`config.mk`:
```
export PLATFORM = sky130hd
export DESIGN_NAME = rgbmed_col_cell
export DESIGN_NICKNAME = d
export VERILOG_FILES = /design/src/design/rgbmed_pkg.sv /design/src/design/rgbmed_col_cell.sv
export SDC_FILE = /design/constraint.sdc
export NUM_CORES = 1
export LEC_CHECK = 0
export BUFFER_PORTS_ARGS = -buffer_cell sky130_fd_sc_hd__buf_2
export CAP_MARGIN = 30
export CORE_MARGIN = 5
export CORE_UTILIZATION = 40
export CTS_CLUSTER_DIAMETER = 120
export CTS_CLUSTER_SIZE = 25
export DETAILED_ROUTE_END_ITERATION = 7
export PLACE_DENSITY_LB_ADDON = 0.25
export SLEW_MARGIN = 20
export SYNTH_ARGS = -nofsm -noshare
export SYNTH_HDL_FRONTEND = slang
export SYNTH_SLANG_ARGS = --single-unit
```
`constraint.sdc`:
```
create_clock -name clk -period 0.8 [get_ports clk]
set_input_delay 0.2 -clock clk [delete_from_list [all_inputs] [get_ports clk]]
set_output_delay 0.2 -clock clk [all_outputs]
set_load 0.02 [all_outputs]
```
`src/design/rgbmed_pkg.sv`:
```
// Package for the RGB 3x3 median filter: pixel, column and result types,
// register codes, reset values and sizing constants.
// Depends on nothing; the column cell and top level refer to it by scope.
package rgbmed_pkg;

	localparam int MAX_WIDTH_DEF = 2048;
	localparam int MAX_HEIGHT    = 4096;
	localparam int MIN_DIM       = 3;
	localparam int FW_W          = 12;
	localparam int FH_W          = 13;
	localparam int ROW_W         = 12;
	localparam int CX_W          = 11;
	localparam int CY_W          = 12;
	localparam int CMPW          = 14;
	localparam int FIFO_DEPTH    = 8;

	localparam logic [FW_W-1:0] FW_RESET = FW_W'(640);
	localparam logic [FH_W-1:0] FH_RESET = FH_W'(480);

	typedef enum logic {
		REG_FRAME_WIDTH  = 1'b0,
		REG_FRAME_HEIGHT = 1'b1
	} reg_idx_t;

	typedef struct packed {
		logic [7:0] blue;
		logic [7:0] green;
		logic [7:0] red;
	} pixel_t;

	// index 0: two rows above, 1: one row above, 2: current row
	typedef pixel_t [2:0] column_t;

	typedef struct packed {
		logic            done;
		logic [CY_W-1:0] cy;
		logic [CX_W-1:0] cx;
	} meta_t;

	typedef struct packed {
		logic            done;
		logic [7:0]      mb;
		logic [7:0]      mg;
		logic [7:0]      mr;
		logic [CY_W-1:0] cy;
		logic [CX_W-1:0] cx;
	} result_t;

endpackage

```
`src/design/rgbmed_col_cell.sv`:
```
// One column cell of the 3x3 window: holds three pixels, shifts to its neighbour.
// Depends on rgbmed_pkg.
module rgbmed_col_cell (
	input  logic                 clk,
	input  logic                 en,
	input  rgbmed_pkg::column_t  col_in,
	output rgbmed_pkg::column_t  col_out
);

	rgbmed_pkg::column_t col_q;

	always_ff @(posedge clk) begin
		if (en) begin
			col_q <= col_in;
		end
	end

	assign col_out = col_q;

endmodule

```
==> results.py <==
metrics = {
    "power_and_ir_drop": {
        "pwr-share-comb_pct": 13.5,
        "switching_share_pct": 22.5,
        "power_density_nw_per_um2": 2460,
        "pwr-share-clk_pct": 34.2,
        "switchingPower_mw": 1.98,
        "power.share.sequential_pct": 52.4,
        "peakVddDrop_mv": 1.70,
        "p_int_mw": 6.81,
        "power_leakage_nw": 1.53,
        "finalPower_mw": 8.78,
    },
    "clock_tree": {
        "clk_pin_slew_ps": 80,
        "clockBufferDepth": 2,
        "cts_root_buf": "clkbuf_8",
        "numCtsBuffers": 9,
        "cts_setup_buffers": 0,
        "cts-htree-levels": 3,
        "holdBufCountCts": 0,
        "cts_sinks": 72,
        "cts_tree": "built",
    },
    "timing": {
        "holdWs_ps": 40.2,
        "min_period_ps": 1090,
        "worst_slew_pin_slew_ps": 174,
        "slew_viol_final": 0,
        "hold_viol": 0,
        "slew_headroom_pct": 88.4,
        "setup_viol": 72,
        "setup_ws_ps": -292,
        "min_period_over_period_pct": 136,
        "rsz0062_at_grt": "yes",
        "fmax_mhz": 916,
        "final.setup.tns_ps": -18290,
    },
    "place": {
        "dp_slack_ps": -108,
        "port-buffer-count": 145,
        "place.gp.congestion": 0.715,
        "place_area_um2": 3030,
        "place_inst": 291,
    },
    "floorplanning": {
        "ios": 146,
        "start_util_pct": 41.8,
        "die-area_um2": 6980,
        "fp.dieW_um": 83.5,
        "rows": 26,
        "core_um2": 5170,
        "die_y_um": 83.5,
    },
    "final_layout": {
        "multi_input_gates": 0,
        "final_common_cell": "buf_2",
        "drive_gt1_share_pct": 69.2,
        "seq_area_um2": 2160,
        "finalNonFillerCells": 307,
        "final_cell_mix": "92 x buf_2, 72 x edfxtp_1, 53 x buf_6",
        "final_nets": 306,
        "area_growth_pct": 65.3,
        "antenna_cells": 0,
        "final_cell_area_um2": 3570,
        "nFillCells": 364,
        "fin_util_pct": 69.1,
        "multi_input_area_um2": 0,
        "largest_reg_flops": 72,
    },
    "yosys": {
        "synth.area.mux_share_pct": 0,
        "syn_inst": 72,
        "yosysSeqAreaShare_pct": 100,
        "synth.distinct_cells": 1,
        "synthSimpleGateAreaFrac_pct": 0,
        "synth-seq-cells": 72,
        "synth_area_um2": 2160,
        "synth_fp_nets": 146,
        "yosys.area_share.adder_pct": 0,
        "synth_compound_area_share_pct": 0,
        "synth_xor_area_share_pct": 0,
        "yosysWarnings": 0,
        "synth_area_per_cell_um2": 30.0,
    },
    "run_status": {
        "violations": "setup timing",
        "status": "complete, but fails checks",
    },
    "global_routing": {
        "antenna_found_initial": 0,
        "grt_pass1_wl_um": 7270,
        "track_usage_pct": 14.0,
        "grt_pass1_vias": 1391,
        "grt_max_degree": 33,
        "overflow": 0,
    },
    "hold_path": {
        "hp-class": "in -> reg",
    },
    "worst_setup_path": {
        "max_stage_delay_ps": 410,
        "crit_chain": "buf_6",
        "critPathTopFamily": "flip-flops",
        "cp-start-kind": "flip-flop",
        "crit_path_end_kind": "output port",
        "crit_required_ps": 600,
        "worstSetupPathType": "reg -> out",
        "path_max_fanout": 1,
        "arrival_ps": 890,
        "cp_num_buf_inv": 1,
        "cpMaxStageDelayCell": "edfxtp_1",
    },
    "drt": {
        "wl_per_cell_um": 16.5,
        "drt_iter0_markers": 58,
        "antenna_left": 0,
        "totalWireLength_um": 5060,
        "viasPerCell": 4.28,
        "drc": 0,
        "first_pass_iters": 4,
        "vias": 1314,
    },
    "job": {
        "max-cap-violations": 0,
    },
}
==> worst paths after layout <==
| check | startpoint | to | cells after the start |
|---|---|---|---|
| setup / recovery | col_out[54] | col_out[54] | 1 |
| hold / removal | col_in[24] | col_out[24] | 1 |
==> power groups by stage <==
| stage | Sequential (mW) | Clock [mW] | Combinational [mW] |
|---|---|---|---|
| after CTS | 4.56 | 3.08 | 1.00 |
| after detailed placement | 4.63 | 0 | 0.954 |
| after floorplan | 5.04 | 0 | 0 |
| after global placement | 4.62 | 0 | 0.946 |
| after global routing | 4.62 | 3.33 | 1.23 |
| final | 4.60 | 3.00 | 1.18 |
==> final cells by class <==
cell class            instances  share of cell area [%]
Sequential cell              72                    60.5
Timing Repair Buffer        149                    31.1
Clock buffer                 10                    3.57
Tap cell                     70                    2.45
Clock inverter                6                    2.35
==> kinds of logic after synthesis <==
logic type	count (synthesis)
DFF	72
==> cells in the mapped netlist <==
cell,count,area [µm²]
edfxtp_1,72,2160
==> metal layers <==
metal	share of wire [%]	global-route usage [%]
met1	34	14.3
met2	58	24.9
met3	6.5	4.94
met4	1.5	7.89
met5	0	0
==> timing repair <==
action,CTS,global route
resized for setup,20,87
setup endpoints to repair,72,72
pin swaps,0,0
endpoints found under the hold margin,0,0
Power figures use the tool's default switching activity.
