### src/design/rgbmed_median9.sv
// Two-stage median-of-nine for one 8-bit channel: sort each column triple,
// then max of lows, median of mids, min of highs, and the median of those three.
// Depends on nothing.
module rgbmed_median9 (
	input  logic            clk,
	input  logic [8:0][7:0] win,
	output logic [7:0]      median
);

	// returns {hi, mid, lo}
	function automatic logic [2:0][7:0] sort3(input logic [7:0] a, b, c);
		logic [7:0] lo1, hi1, lo2, hi2;
		logic [2:0][7:0] r;
		lo1 = (a < b) ? a : b;
		hi1 = (a < b) ? b : a;
		lo2 = (hi1 < c) ? hi1 : c;
		hi2 = (hi1 < c) ? c : hi1;
		r[0] = (lo1 < lo2) ? lo1 : lo2;
		r[1] = (lo1 < lo2) ? lo2 : lo1;
		r[2] = hi2;
		return r;
	endfunction

	logic [2:0][2:0][7:0] sorted_s1;
	logic [7:0]           max_lo_s2;
	logic [7:0]           med_mid_s2;
	logic [7:0]           min_hi_s2;
	logic [2:0][7:0]      lows, mids, highs;
	logic [2:0][7:0]      t_lo, t_mid, t_hi, t_fin;

	always_ff @(posedge clk) begin
		for (int k = 0; k < 3; k++) begin
			sorted_s1[k] <= sort3(win[3*k], win[3*k+1], win[3*k+2]);
		end
	end

	always_comb begin
		for (int k = 0; k < 3; k++) begin
			lows[k]  = sorted_s1[k][0];
			mids[k]  = sorted_s1[k][1];
			highs[k] = sorted_s1[k][2];
		end
		t_lo  = sort3(lows[0], lows[1], lows[2]);
		t_mid = sort3(mids[0], mids[1], mids[2]);
		t_hi  = sort3(highs[0], highs[1], highs[2]);
	end

	always_ff @(posedge clk) begin
		max_lo_s2  <= t_lo[2];
		med_mid_s2 <= t_mid[1];
		min_hi_s2  <= t_hi[0];
	end

	always_comb begin
		t_fin  = sort3(max_lo_s2, med_mid_s2, min_hi_s2);
		median = t_fin[1];
	end

endmodule

### config.mk
export PLATFORM = sky130hd
export DESIGN_NAME = rgbmed_median9
export DESIGN_NICKNAME = d
export VERILOG_FILES = /design/src/design/rgbmed_median9.sv
export SDC_FILE = /design/constraint.sdc
export NUM_CORES = 1
export LEC_CHECK = 0
export BUFFER_PORTS_ARGS = -buffer_cell sky130_fd_sc_hd__buf_2
export CORE_MARGIN = 2
export CORE_UTILIZATION = 57
export CTS_BUF_LIST = sky130_fd_sc_hd__clkbuf_8
export DETAILED_ROUTE_END_ITERATION = 8
export GPL_ROUTABILITY_DRIVEN = 1
export PLACE_DENSITY_LB_ADDON = 0.25
export SYNTH_ARGS = -nofsm -noshare
export SYNTH_HDL_FRONTEND = slang
export SYNTH_SLANG_ARGS = --single-unit
### constraint.sdc
create_clock -name clk -period 5.94 [get_ports clk]
set_input_delay 0.594 -clock clk [delete_from_list [all_inputs] [get_ports clk]]
set_output_delay 0.594 -clock clk [all_outputs]
set_load 0.05 [all_outputs]
==> out/results.ini <==
[synth]
yosysWarnings = 0
async_reset_ff_share_pct = 0
yosysUniqueCellTypes = 71
yosys.area.top_type = dfxtp_1
yosys.area.top_type_share_pct = 21.77
ys.flop_type = dfxtp_1
ys_ff_latch = 96
yosysSeqAreaShare_pct = 21.77
synth-edff-count = 0
syn_inst = 1092
synthTopCellsByCount = ha_1, inv_1, o21ai_0, dfxtp_1, nand2_1
synth.cell_area_um2 = 8826
synthTopCellsByArea = dfxtp_1, ha_1, mux2i_1
syn_nets = 1305
synth.most_common_cell = ha_1
avgSynthCellArea_um2 = 8.082

[drt]
firstDrtPassIters = 5
drc_errors = 0
drt-met1-wl_mm = 10.57
drt_wl_total_mm = 22.77
via_per_inst = 5.806
initialDrtViolationCount = 538
avgRoutedWirePerCell_um = 16.10
wl_met3_mm = 1.133
wl_met2_mm = 10.58
vias = 8210
antenna_left = 0
top_layer = met4

[global_route]
grt_pass1_wl_mm = 35.96
antenna_found_initial = 0
grt_max_degree = 26
grt_pass1_vias = 7514
grtUsageTotal_pct = 26.97
grt.overflow.total = 0

[place]
dp_hpwl_mm = 18.22
gp_congestion = 0.9568
io_buffers = 80

[clock_network]
cts_tree = yes
worst_skew_pair.late_latency_ps = 380
cts_sinks = 96
clock_path_buffers = 2
numCtsBuffers = 9
cts_root_buf = clkbuf_8
path_clk_slew_ps = 100
htree_levels = 3

[cells_and_area]
layout-drive-gt1-share_pct = 22.92
n_antenna_cell = 0
layout.nets = 1434
multi_input_area_um2 = 6555
num-fill-cells = 1233
area_growth_pct = 18.83
regArea_um2 = 1931

[worst_setup_path]
rr_startpoint = mids[8]
cp.arrival_ps = 5310
cp.required_ps = 5350
cp-startpoint = med_mid_s2[1]
path_max_fanout = 8
cp_slowest_cell = dfxtp_2
end_kind = output port
cp_slowest_stage_delay_ps = 360
r2r_cells = 21
path_depth = 26
cp-start-kind = flop
r2r_setup_slack_ps = 290
criticalPathCategory = reg2out
endpoint = median[0]
r2r_end = med_mid_s2[1]
cp_top_family = compound AO/OA/AOI/OAI gates
cp_num_buf_inv = 7

[sta]
tightest_slew_ps = 843.2
hold_viol = 0
finalCritPeriodShare_pct = 99.38
fin_skew_ps = 8.586
setup_viol = 0
rsz0062_at_grt = yes
holdWs_ps = 468.3
fin_crit_ps = 5903
fmax_mhz = 169.4
drv_slew = 0
slew_headroom_pct = 43.52

[floorplan]
die_w_um = 128.4
num_rows = 45
die_area_um2 = 16500
core_um2 = 15150
die-height_um = 128.4
start_util_pct = 58.27
floorplan.io_pins = 81

[run_status]
outcome = finished, final reports clean

[worst_hold_path]
hp-class = in2reg

[run]
drv_cap = 0

area by class of cell:
cell class              instances  share of cell area (%)
inverters                     135                   4.832
flip-flops and latches         96                   18.41
multi-input cells             823                   62.50
clock inverters                 7                  0.6920
clock buffers                   9                   1.181
well taps                     188                   2.243
repair buffers                156                   10.14
cell families (layout without fill, tap and decap cells):
group	after synthesis	count (layout)	synth area share, %
AO/OA/AOI/OAI	306	306	21.92
AND/OR/NAND/NOR	244	244	12.80
buffers and inverters	173	307	7.840
adder cells (fa/ha/maj)	140	140	19.85
multiplexers	133	133	15.82
flip-flops	96	96	21.77
timing repair:
action,CTS,global route
endpoints found under the setup margin,8,34
setup buffers,6,7
hold buffers,0,0
pin swaps,9,16
cloned,1,0
gates resized for setup,24,52
flip-flops by register name (all words and copies together), names as in the netlist:
signal      cells
min_hi_s2       8
med_mid_s2      8
mids           24
lows           24
max_lo_s2       8
highs          24
worst register-to-register path: stages, from the launching register on:
cell       delay (ps)
dfxtp_1           510
nand2b_1          100
a2111oi_1         540
o21ai_1           250
a21oi_2           310
buf_4             270
mux2_2            400
ha_1              300
a211oi_1          260
o21bai_1          210
a31oi_4           210
buf_4             220
mux2i_1           290
ha_1              300
a21oi_1           230
o21a_1            160
o211ai_1           80
o31ai_1           270
and2_1            200
buf_4             210
nor2_1             70
a21oi_1           180
layout by cell type (no fill, tap or decap), drive strengths merged, types with 12 or more instances in the layout:
master / count
nand3: 14
ha: 140
a21oi: 71
mux2: 43
dfxtp: 96
inv: 137
mux2i: 90
nor2: 62
buf: 156
o211ai: 12
nand2: 91
o21a: 17
o21ai: 120
a211oi: 12
how the worst min path moves through the flow:
| stage | from | endpoint | slack (ps) | cells after the start |
|---|---|---|---|---|
| floorplan | lows[16] | max_lo_s2[0] | 460 | 1 |
| global placement | lows[18] | max_lo_s2[2] | 490 | 1 |
| detailed placement | lows[18] | max_lo_s2[2] | 490 | 1 |
| CTS | win[18] | highs[2] | 460 | 2 |
| global route | win[18] | highs[2] | 450 | 2 |
| finish | win[18] | highs[2] | 470 | 2 |
per-layer routing:
metal	global-route usage, %	up-vias
met3	3.534	39
met5	0	-
met4	6.658	0
li1	-	4165
met2	45.43	210
met1	36.63	3796
stage by stage:
step / std cells / area (um2) / worst slack (ps) / setup TNS (ps) / util, %
finish: 1414 / 10490 / 36.83 / 0 / 69.24
floorplan: 1092 / 8853 / -6.870 / -6.870 / -
global placement: 1384 / 9838 / -18.55 / -18.55 / 64.96
global route: 1414 / 10490 / -202.2 / -1409 / 69.24
detailed placement: 1384 / 9838 / -238.5 / -1280 / 64.96
CTS: 1407 / 10180 / 0.07239 / 0 / 67.24
Power is not shown: default switching activity piles up to over one toggle a cycle in this logic, so the estimate is an artifact.
