[src/design/rgbmed_fifo.sv]
// Small result FIFO built from registers; head entry is shown directly.
// Depends on nothing.
module rgbmed_fifo #(
	parameter int WIDTH = 48,
	parameter int DEPTH = 8
) (
	input  logic                       clk,
	input  logic                       arst_n,
	input  logic                       push,
	input  logic [WIDTH-1:0]           push_data,
	input  logic                       pop,
	output logic                       out_valid,
	output logic [WIDTH-1:0]           out_data,
	output logic [$clog2(DEPTH+1)-1:0] count
);

	localparam int PW = $clog2(DEPTH);
	localparam int CW = $clog2(DEPTH + 1);

	logic [WIDTH-1:0] mem [DEPTH];
	logic [PW-1:0]    wr_ptr_q;
	logic [PW-1:0]    rd_ptr_q;
	logic [CW-1:0]    count_q;
	logic             do_pop;

	assign do_pop    = pop && (count_q != '0);
	assign out_valid = (count_q != '0);
	assign out_data  = mem[rd_ptr_q];
	assign count     = count_q;

	always_ff @(posedge clk) begin
		if (push) begin
			mem[wr_ptr_q] <= push_data;
		end
	end

	always_ff @(posedge clk or negedge arst_n) begin
		if (!arst_n) begin
			wr_ptr_q <= '0;
			rd_ptr_q <= '0;
			count_q  <= '0;
		end else begin
			if (push) begin
				wr_ptr_q <= (wr_ptr_q == PW'(DEPTH - 1)) ? '0 : wr_ptr_q + PW'(1);
			end
			if (do_pop) begin
				rd_ptr_q <= (rd_ptr_q == PW'(DEPTH - 1)) ? '0 : rd_ptr_q + PW'(1);
			end
			if (push && !do_pop) begin
				count_q <= count_q + CW'(1);
			end else if (!push && do_pop) begin
				count_q <= count_q - CW'(1);
			end
		end
	end

endmodule

[config.mk]
export PLATFORM = sky130hd
export DESIGN_NAME = rgbmed_fifo
export DESIGN_NICKNAME = d
export VERILOG_FILES = /design/src/design/rgbmed_fifo.sv
export SDC_FILE = /design/constraint.sdc
export NUM_CORES = 1
export LEC_CHECK = 0
export BUFFER_PORTS_ARGS = -buffer_cell sky130_fd_sc_hd__buf_2
export CAP_MARGIN = 0
export CORE_MARGIN = 3
export CORE_UTILIZATION = 54
export DETAILED_ROUTE_END_ITERATION = 10
export HOLD_SLACK_MARGIN = 0.08
export PLACE_DENSITY_LB_ADDON = 0.05
export SYNTH_ARGS = -nofsm -noshare
export SYNTH_HDL_FRONTEND = slang
export SYNTH_SLANG_ARGS = --single-unit
[constraint.sdc]
create_clock -name clk -period 4.2 [get_ports clk]
set_input_delay 0.42 -clock clk [delete_from_list [all_inputs] [get_ports clk]]
set_output_delay 0.42 -clock clk [all_outputs]
set_load 0.005 [all_outputs]
==> results.txt <==
- Kind of end point of the critical path: primary output
- For the pin with the worst max-slew slack, the measured transition is 882 ps.
* Clock transition at the register clock pins on the worst setup and hold paths after CTS: 60 ps
- The clock tree synthesis step divided the H-tree into 2 levels.
- Final cycle utilization of the critical path: 0.760
- The run finished with clean final reports.
- Syn-to-layout area delta: 15.8%
- Clock latency on the worst-skew pair: 520 ps
* Nets@finish: 818
* Capturing point of the worst reg2reg path: count[3]
- The die covers 0.0299 sq mm.
* CP Launch Type: register
* Slowest stage cell on the critical path: dfrtp_4
- The number of gates resized after CTS was 0.
- Clock Path Buffers: 3
- The number of antenna violations at the first check in global routing was 2.
* Layout Skew: 21.0 ps
* Number of instances in the synthesized netlist: 620
- Post-synthesis cell type count: 29
- Worst Hold Slack: 161 ps
- On the worst path, the slowest cell contributes a delay of 870 ps.
- Master cell of the clock root buffer: clkbuf_16
- DRT Wirelength: 28100 um
- The share of the Yosys chip area taken by registers is 0.783.
- Post-Synthesis Cell Area: 0.0150 sq mm
- Measured against the total synthesized area, the mux share comes to 0.183.
- The startpoint identified for the worst register-to-register timing path is count[0].
- Layout fillers: 1854
- Worst Hold Class: input pin to register
* Fin. max-slew vios: 0
- Setup-failing EPs final: 0
* Number of CTS-inserted buffers: 41
- The tree built by TritonCTS fans out to 394 sinks.
* Starting density of the core: 0.554
- In this run the static leakage power is 5.69 nW.
* Syn avg cell area: 24.3 sq um
- After detailed routing, the number of remaining DRC violations is 0.
* Pin count of the biggest net entering global routing: 52
- TritonCTS built the clock tree.
* Count of yosys warnings during synthesis: 0
- Sequential cell area: 0.0118 sq mm
- Post-synthesis adder-cell area fraction: 0.00715
* Data arrival time of the worst path: 2770 ps
- The first global-routing pass estimated 43300 um of wire.
* Data required time at the worst endpoint: 3780 ps
* Critical path class: register to primary output
- In the routed layout, each cell is associated on average with a via count of 5.72.
* Max VDD drop: 0.457 mV
* Row count: 60
- Initial DRT Pass Iterations: 4
- Worst slew margin: 0.412
* Via count: 6650
- After synthesis the netlist holds a flip-flop and latch count of 394.
- Width of the die: 173 um
* Total area of multi-input combinational cells: 0.00316 sq mm
- Counting every net in the synthesized netlist gives 680.
- For flop-to-flop paths, the worst setup slack is 1400 ps.
* Dominant combinational cell family by area after synthesis: multiplexers
* Number of port buffers: 104
- For the worst flop-to-flop path, the logic depth is 7.
- Power per unit of standard cell area: 681 mW/mm^2
* Detailed Place HPWL: 15300 um
* Area inside the core boundary: 0.0272 sq mm
- Final Hold Fails: 0
- Endpoint with the worst hold slack: mem[2][4]
* Time the worst path needs with I/O delays and setup: 3190 ps
- Unrepaired setup endpoints after global routing: false
- After detailed routing, the average wire length per cell comes to 24.1 um.
- The number of antenna diodes in the final layout is 0.
- Routability Congestion: 0.682
* Hold_sp: push_data[4]
- Cell Chain, Critical Path: buf_4 -> mux4_2 -> mux2_2 -> buf_2
- For the final routed database, the setup TNS stands at 0 ps.
- The tool flagged a number of max-cap violations equal to 0.
- In the global route stage, overall resource usage came out at 0.190.
- Number of buffers added for setup after CTS: 0
- In this run the remaining antenna-violating nets after routing total 0.
- Via count of the first global-routing pass: 7318
- XOR/XNOR Fraction of Synth Area: 0.00116
* Sum of overflow across all layers after global routing: 0
* Cell count of the worst hold path: 1
- Of the total synthesized cell area, the portion taken by AND, OR, NAND and NOR gates is 0.00890.
- For this design the top-level I/O count stands at 105.
- Die boundary height: 173 um
- Iter 0 DRT Violations: 564
- Largest fanout of any net on the critical path: 33
- The area fraction in compound gates after synthesis came to 0.00499.
- Achievable clock frequency: 313 MHz
* CTS Hold Buffers Added: 1
- Share of post-route cells with drive strength above 1: 0.427
## worst max path at each step
stage,from,endpoint,slack [ps]
global placement,rd_ptr_q[0],out_data[31],1490
finish,rd_ptr_q[0],out_data[27],1010
detailed placement,count[0],count[3],1420
CTS,rd_ptr_q[0],out_data[27],920
floorplan,wr_ptr_q[0],mem[2][0],1110
global route,rd_ptr_q[0],out_data[27],810
## worst max-delay path, delay by kind of cell, from the launching register on
family | cells | cell delay (ps)
DFF | 1 | 870
muxes | 2 | 810
buffers and inverters | 2 | 530
## layer usage
| layer | global-route usage | vias up | share of wire |
|---|---|---|---|
| met3 | 0.0393 | 50 | 0.046 |
| met2 | 0.330 | 135 | 0.52 |
| met5 | 0 | - | 0.00075 |
| met1 | 0.250 | 3527 | 0.41 |
| met4 | 0.0483 | 4 | 0.021 |
| li1 | - | 2934 | - |
## cell usage after synthesis
cell type,n,area share
buf_1,1,0.00025
mux2i_1,1,0.00067
o211ai_1,2,0.0010
clkbuf_1,11,0.0027
a21o_1,1,0.00050
dfrtp_1,10,0.017
inv_1,2,0.00050
mux4_2,96,0.14
nand2_1,6,0.0015
nand2b_1,3,0.0012
buf_12,1,0.0013
fa_1,1,0.0013
ha_1,7,0.0058
edfxtp_1,384,0.77
a2111o_1,1,0.00075
or4_1,2,0.0010
buf_8,1,0.0010
buf_2,12,0.0040
o41ai_2,1,0.0011
mux2_2,52,0.039
nand3b_1,2,0.0010
o21ai_0,3,0.0010
buf_6,2,0.0015
nor3_1,4,0.0013
a21oi_1,2,0.00067
nor2_1,7,0.0017
xnor2_1,2,0.0012
nand3_1,2,0.00067
or3_1,1,0.00042
## final cells by class
cell class	instances	share of cell area
Timing Repair Buffer	123	0.0418
Sequential cell	394	0.677
Clock inverter	21	0.00711
Tap cell	372	0.0267
Inverter	2	0.000431
Multi-Input combinational cell	196	0.181
Clock buffer	55	0.0655
## flip-flops by register name, indices dropped and copies added (netlist names)
signal / cells
mem: 384
count: 4
rd_ptr_q: 3
wr_ptr_q: 3
## stage by stage
stage / utilization / setup slack (ps) / power, W / std cells / cell area, sq um
after floorplan: - / 1110 / 0.00750 / 620 / 15100
after global placement: 0.594 / 1490 / 0.00859 / 1086 / 16100
after detailed placement: 0.594 / 1420 / 0.00869 / 1086 / 16100
after CTS: 0.641 / 916 / 0.0121 / 1163 / 17400
after global routing: 0.641 / 814 / 0.0125 / 1163 / 17400
final: 0.641 / 1010 / 0.0119 / 1163 / 17400
## layout by cell type (no fill, tap or decap), types with 3 or more instances in the layout
| cell type | instances |
|---|---|
| buf_2 | 104 |
| dfrtp_1 | 7 |
| nor2_4 | 6 |
| clkinv_1 | 10 |
| nand2_1 | 6 |
| ha_1 | 7 |
| o21ai_0 | 3 |
| nand2b_1 | 3 |
| mux2_2 | 52 |
| clkbuf_1 | 10 |
| buf_4 | 13 |
| clkbuf_16 | 43 |
| clkinv_2 | 8 |
| edfxtp_1 | 384 |
| mux4_2 | 96 |
| buf_12 | 5 |
## report_power, final
part           leakage, nW  internal (W)  switching [W]
Clock                0.622       0.00197        0.00138
Combinational         1.46       0.00173        0.00143
Sequential            3.60       0.00493       0.000432
Total                 5.69       0.00863        0.00324
## cell families (layout without fill, tap and decap cells)
family	Yosys count	after routing
AO/OA/AOI/OAI	10	10
flip-flops	394	394
adder cells (fa/ha/maj)	8	8
AND/OR/NAND/NOR	27	27
buffers and inverters	30	201
multiplexers	149	149
XOR/XNOR	2	2
Power figures use the tool's default switching activity.
